==> src/rtl/spl_pkg.sv <==
// Shared types, constants and codes for the sorted priority list.
package spl_pkg;

  localparam int CAPACITY   = 128;
  localparam int KEY_W      = 64;
  localparam int PRIO_W     = 3;
  localparam int IDX_W      = $clog2(CAPACITY);
  localparam int CNT_W      = $clog2(CAPACITY) + 1;

  // Fixed port widths of the request and response fields.
  localparam int KEY_PORT_W = 64;
  localparam int IDX_PORT_W = 7;
  localparam int CNT_PORT_W = 8;
  localparam int STAT_W     = 3;

  localparam logic [PRIO_W-1:0] MIN_PRIORITY = PRIO_W'(1);
  localparam logic [PRIO_W-1:0] MAX_PRIORITY = PRIO_W'(5);

  typedef enum logic [1:0] {
    REQ_INSERT = 2'd0,
    REQ_REMOVE = 2'd1,
    REQ_READ   = 2'd2,
    REQ_NONE   = 2'd3
  } req_e;

  typedef enum logic [STAT_W-1:0] {
    STAT_OK        = 3'd0,
    STAT_FULL      = 3'd1,
    STAT_BAD_PRIO  = 3'd2,
    STAT_NOT_FOUND = 3'd3,
    STAT_BAD_INDEX = 3'd4
  } status_e;

  typedef enum logic [2:0] {
    ST_IDLE,
    ST_INS_CMP,
    ST_INS_PUT,
    ST_RM_CMP,
    ST_RM_SHIFT,
    ST_RD_WAIT,
    ST_RESP
  } state_e;

  typedef struct packed {
    logic [KEY_W-1:0]  key;
    logic [PRIO_W-1:0] prio;
  } entry_t;

  typedef struct packed {
    logic             we;
    logic [IDX_W-1:0] waddr;
    entry_t           wdata;
    logic             re;
    logic [IDX_W-1:0] raddr;
  } mem_req_t;

  typedef struct packed {
    status_e           status;
    logic [CNT_W-1:0]  count;
    logic [KEY_W-1:0]  key;
    logic [PRIO_W-1:0] prio;
  } result_t;

endpackage

==> src/rtl/spl_ctrl.sv <==
// Sequencer: walks the entry memory one position per cycle for insert and remove.
module spl_ctrl
  import spl_pkg::*;
(
  input  logic                  clk_i,
  input  logic                  rst_ni,
  input  logic                  in_valid_i,
  output logic                  in_ready_o,
  input  logic [1:0]            req_type_i,
  input  logic [KEY_PORT_W-1:0] entry_key_i,
  input  logic [PRIO_W-1:0]     entry_priority_i,
  input  logic [IDX_PORT_W-1:0] read_index_i,
  output logic                  res_valid_o,
  input  logic                  res_ready_i,
  output result_t               res_o,
  output mem_req_t              mem_req_o,
  input  entry_t                rdata_i
);

  state_e              state_q, state_d;
  logic [KEY_W-1:0]    key_q, key_d;
  logic [PRIO_W-1:0]   prio_q, prio_d;
  logic [IDX_W-1:0]    pos_q, pos_d;
  logic [CNT_W-1:0]    fill_q, fill_d;
  status_e             stat_q, stat_d;
  logic [KEY_W-1:0]    rkey_q, rkey_d;
  logic [PRIO_W-1:0]   rprio_q, rprio_d;

  always_ff @(posedge clk_i or negedge rst_ni) begin
    if (!rst_ni) begin
      state_q <= ST_IDLE;
      fill_q  <= '0;
    end else begin
      state_q <= state_d;
      fill_q  <= fill_d;
    end
  end

  always_ff @(posedge clk_i) begin
    key_q   <= key_d;
    prio_q  <= prio_d;
    pos_q   <= pos_d;
    stat_q  <= stat_d;
    rkey_q  <= rkey_d;
    rprio_q <= rprio_d;
  end

  always_comb begin
    state_d     = state_q;
    key_d       = key_q;
    prio_d      = prio_q;
    pos_d       = pos_q;
    fill_d      = fill_q;
    stat_d      = stat_q;
    rkey_d      = rkey_q;
    rprio_d     = rprio_q;
    in_ready_o  = 1'b0;
    res_valid_o = 1'b0;
    mem_req_o   = '0;

    unique case (state_q)
      ST_IDLE: begin
        in_ready_o = 1'b1;
        if (in_valid_i) begin
          key_d   = KEY_W'(entry_key_i);
          prio_d  = entry_priority_i;
          stat_d  = STAT_OK;
          rkey_d  = '0;
          rprio_d = '0;
          state_d = ST_RESP;
          unique case (req_e'(req_type_i))
            REQ_INSERT: begin
              if (fill_q >= CNT_W'(CAPACITY)) begin
                stat_d = STAT_FULL;
              end else if (entry_priority_i < MIN_PRIORITY ||
                           entry_priority_i > MAX_PRIORITY) begin
                stat_d = STAT_BAD_PRIO;
              end else begin
                pos_d = fill_q[IDX_W-1:0];
                if (fill_q == '0) begin
                  state_d = ST_INS_PUT;
                end else begin
                  mem_req_o.re    = 1'b1;
                  mem_req_o.raddr = IDX_W'(fill_q - CNT_W'(1));
                  state_d         = ST_INS_CMP;
                end
              end
            end
            REQ_REMOVE: begin
              if (fill_q == '0) begin
                stat_d = STAT_NOT_FOUND;
              end else begin
                pos_d           = '0;
                mem_req_o.re    = 1'b1;
                mem_req_o.raddr = '0;
                state_d         = ST_RM_CMP;
              end
            end
            REQ_READ: begin
              if (CNT_W'(read_index_i) < fill_q) begin
                mem_req_o.re    = 1'b1;
                mem_req_o.raddr = IDX_W'(read_index_i);
                state_d         = ST_RD_WAIT;
              end else begin
                stat_d = STAT_BAD_INDEX;
              end
            end
            default: ;
          endcase
        end
      end

      ST_INS_CMP: begin
        mem_req_o.we    = 1'b1;
        mem_req_o.waddr = pos_q;
        if (rdata_i.prio > prio_q) begin
          // shift the worse entry down one place and look further up
          mem_req_o.wdata = rdata_i;
          pos_d           = pos_q - IDX_W'(1);
          if (pos_q == IDX_W'(1)) begin
            state_d = ST_INS_PUT;
          end else begin
            mem_req_o.re    = 1'b1;
            mem_req_o.raddr = pos_q - IDX_W'(2);
          end
        end else begin
          mem_req_o.wdata = '{key: key_q, prio: prio_q};
          fill_d          = fill_q + CNT_W'(1);
          state_d         = ST_RESP;
        end
      end

      ST_INS_PUT: begin
        mem_req_o.we    = 1'b1;
        mem_req_o.waddr = pos_q;
        mem_req_o.wdata = '{key: key_q, prio: prio_q};
        fill_d          = fill_q + CNT_W'(1);
        state_d         = ST_RESP;
      end

      ST_RM_CMP: begin
        mem_req_o.re    = 1'b1;
        mem_req_o.raddr = pos_q + IDX_W'(1);
        if (rdata_i.key == key_q) begin
          if (CNT_W'(pos_q) + CNT_W'(1) < fill_q) begin
            state_d = ST_RM_SHIFT;
          end else begin
            fill_d  = fill_q - CNT_W'(1);
            state_d = ST_RESP;
          end
        end else if (CNT_W'(pos_q) + CNT_W'(1) < fill_q) begin
          pos_d = pos_q + IDX_W'(1);
        end else begin
          stat_d  = STAT_NOT_FOUND;
          state_d = ST_RESP;
        end
      end

      ST_RM_SHIFT: begin
        // close the gap: move the next entry up one place
        mem_req_o.we    = 1'b1;
        mem_req_o.waddr = pos_q;
        mem_req_o.wdata = rdata_i;
        pos_d           = pos_q + IDX_W'(1);
        if (CNT_W'(pos_q) + CNT_W'(2) < fill_q) begin
          mem_req_o.re    = 1'b1;
          mem_req_o.raddr = pos_q + IDX_W'(2);
        end else begin
          fill_d  = fill_q - CNT_W'(1);
          state_d = ST_RESP;
        end
      end

      ST_RD_WAIT: begin
        rkey_d  = rdata_i.key;
        rprio_d = rdata_i.prio;
        state_d = ST_RESP;
      end

      ST_RESP: begin
        res_valid_o = 1'b1;
        if (res_ready_i) begin
          state_d = ST_IDLE;
        end
      end

      default: state_d = ST_IDLE;
    endcase
  end

  assign res_o = '{status: stat_q, count: fill_q, key: rkey_q, prio: rprio_q};

endmodule

==> config.mk <==
export PLATFORM = sky130hd
export DESIGN_NAME = spl_ctrl
export DESIGN_NICKNAME = d
export VERILOG_FILES = /design/src/rtl/spl_pkg.sv /design/src/rtl/spl_ctrl.sv
export SDC_FILE = /design/constraint.sdc
export NUM_CORES = 1
export LEC_CHECK = 0
export ABC_AREA = 1
export BUFFER_PORTS_ARGS = -buffer_cell sky130_fd_sc_hd__clkbuf_2
export CAP_MARGIN = 10
export CORE_MARGIN = 2
export CORE_UTILIZATION = 55
export DETAILED_ROUTE_END_ITERATION = 8
export PLACE_DENSITY = 0.92
export SLEW_MARGIN = 15
export SYNTH_ARGS = -nofsm -noshare
export SYNTH_HDL_FRONTEND = slang
export SYNTH_SLANG_ARGS = --single-unit
==> constraint.sdc <==
create_clock -name clk_i -period 16 [get_ports clk_i]
set_input_delay 0.8 -clock clk_i [delete_from_list [all_inputs] [get_ports clk_i]]
set_output_delay 0.8 -clock clk_i [all_outputs]
set_load 0.01 [all_outputs]
==> impl_results.md <==
- DR WL met3: 2869 um
- Cell Area, Synth: between 0.008 and 0.009 mm2
- DRT Wirelength: 28170 um
- Drt wl/cell: around 18 um
- Met2 wire len: approximately 14000 um
- Most frequent cells in the layout: 309 x clkbuf_2, 295 x nand2_1, 175 x inv_1
- IO Port Bufs: 309
- Int Power: roughly 1100 uW
- Area growth, synth to finish: 26.18%
- Peak VDD IR: around 0.00013 V
- Iter 0 DRT Violations: around 840
- Max_cap viols: 0
- Peak Freq: around 0.23 GHz
- Post-CTS sizing: 0
- Fin. Hold Viols: 0
- Initial Util: between 50 and 60%
- Top sig layer: met5
- Register area share after synthesis: ~51%
- Syn nets: 1246
- Filler Cell Count: between 1000 and 1500
- Synth warn: 0
- Multi-input logic area: about 0.0036 mm2
- Core Util, Final: between 70% and 80%
- Seq pwr share: between 30% and 40%
- Layout Skew: 9.726 ps
- Worst skew pair latency: 430 ps
- Crit path time final: around 4400 ps
- Worst Setup SP: rdata_i[2]
- Critical Path Fanout Max: 67
- H-tree levels: 4
- Top cell type's share of synthesized area: 48.07%
- #FFs+latches synth: 155
- Clock Path Buffers: 2
- CTS sink count: between 150 and 200
- Logic pwr share: 48.1%
- Vias per std cell: between 5 and 6
- PD cells: 179.5 mW/mm2
- Rows: 46
- First-pass GRT wire length: roughly 43000 um
- Gr usage total: a little under a third
- Inst Count DP: between 1500 and 2000
- Number of setup buffers added after CTS: 0
- Drc violations: 0
- Routed Antenna Nets: 0
- Vias: about 8800
- Congestion Overflow GR: 0
- Critical path capture point type: output pin
- P_leak: ~0.0058 uW
- Worst-margin pin slew: between 1000 and 1500 ps
- FF/Latch Area: about 0.0046 mm2
- Yosys top cell by area: edfxtp_1
- Layout net count: roughly 1500
- Reg clk slew, reported paths: 60 ps
- Largest net degree at the start of global routing: 70
- Initial antenna violation count: 3
- Max-slew violation count: 0
- Die span in y: ~130 um
- Tightest Hold Check Type: in2async
- Commonest non-fill, non-tap cell in the layout: clkbuf_2
- Critical path data arrival time: 3560 ps
- Synthesized instance count: 1068
- Switching share of power: 43.78%
- Core area: about 0.016 mm2
- Cell variety after synth: between 40 and 50
- CP Launch Type: input port
- Root buf cell: clkbuf_16
- DR pass1 iterations: 5
- Syn avg cell area: around 8.4 um2
- Post-DP HPWL: approximately 21000 um
- TNS Setup: 0 ps
- Endpoints failing setup: 0
- Final Wtd Congestion: ~1.0
- Setup CP Type: in2out
- Number of global-route vias before repair: approximately 8200
- TritonCTS Buffers: 17
- Clock group share of total power: about a fifth
- Final cell count without fillers: 1602
- Num ports: 310
- Slew headroom: 22.88%
- TritonCTS clock tree: built
- Status: finished clean
- Layout cells sized above 1: 26.59%
- CTS Hold Bufs: 0
- Chip width: 131.9 um
- Worst reg2reg path startpoint: pos_q[2]
- Unrepaired setup endpoints after global routing: no
- Sw Pwr: roughly 890 uW
- Period Utilization, post-route: 27.24%
- Critical Path RT: 15200 ps
- Synth area leaders: edfxtp_1 48%, nand2_1 12%, inv_1 7.3%
- Met1 Wirelength: about 10000 um
- Die ar.: about 0.017 mm2
synthesized netlist by cell type, drive strengths merged:
cell / instances
a21o: 1
a21boi: 1
clkbuf: 10
nand2: 300
nand3: 37
nor3b: 2
xor2: 28
o21ai: 25
a211oi: 1
a22oi: 1
or2: 1
nor4: 3
nand4: 2
o21a: 1
o221ai: 5
nor3: 7
nor2: 148
a31oi: 1
o31ai: 2
o22ai: 75
o211ai: 2
a21oi: 19
buf: 18
nand3b: 2
clkinv: 3
inv: 182
o21bai: 2
and3: 1
ha: 31
xnor2: 2
dfrtp: 11
edfxtp: 144
worst max-delay path: stages:
cell,delay [ps]
clkbuf_2,100
ha_1,320
nand2_1,60
o21ai_0,170
nand2_1,240
o21ai_1,230
clkinv_2,720
o22ai_1,650
clkbuf_2,220
flip-flops by register name, summed over array words and instances (netlist names):
register / flops
fill_q: 8
key_q: 64
pos_q: 7
prio_q: 3
rkey_q: 64
rprio_q: 3
stat_q: 3
state_q: 3
stage by stage:
stage          total power, uW  instance area [um2]  hold WS [ps]  setup WS, ps
4_1_cts                   2031                11340         241.5         11840
3_5_place_dp              1606                10730         578.0         11850
3_3_place_gp              1578                10730         564.2         12020
6_report                  2038                11350         242.8         11640
2_1_floorplan             1270                 8996         504.4          9849
5_1_grt                   2159                11350         263.4         11440
cells by family (layout without fill, tap and decap cells):
| logic type | after synthesis | in the layout | synth area share, % |
|---|---|---|---|
| adders and majority gates | 31 | 31 | 4.312 |
| DFF | 155 | 155 | 51.13 |
| buffers and inverters | 213 | 529 | 9.318 |
| other | 0 | 2 | 0 |
| xor gates and xnor gates | 30 | 30 | 2.921 |
| AOI/OAI and AO/OA | 136 | 136 | 9.305 |
| and+or+nand+nor | 503 | 503 | 23.02 |
layout make-up:
type	instances	share of cell area, %
Clock buffer	18	3.781
Tap cell	216	2.381
Antenna cell	2	0.04409
Inverter	185	6.151
Multi-Input combinational cell	700	31.69
Clock inverter	14	1.609
Timing Repair Buffer	312	13.82
Sequential cell	155	40.52
routing by layer:
metal	track usage, %	up-vias
li1	-	4111
met2	54.72	573
met1	38.59	4013
met4	14.79	2
met5	0	-
met3	6.805	133
path summary, 6_finish.rpt:
path | end | slack, ps | cells past startpoint
setup / recovery | mem_req_o[48] | 11640 | 9
hold / removal | fill_q[0] | 240 | 1
setup reg to reg | pos_q[0] | 12250 | 13
hold reg to reg | fill_q[5] | 600 | 2
max in group asynchronous | state_q[1] | 15530 | 1
min in group clk_i | key_q[31] | 540 | 1
power groups by stage:
stage          Clock [uW]  Sequential [uW]  Combinational, uW
2_1_floorplan           0              648                622
3_3_place_gp            0              636                942
3_5_place_dp            0              640                965
4_1_cts               427              633                972
5_1_grt               441              644               1080
6_report              422              634                981
No activity file was read; power rests on OpenSTA's default activity.
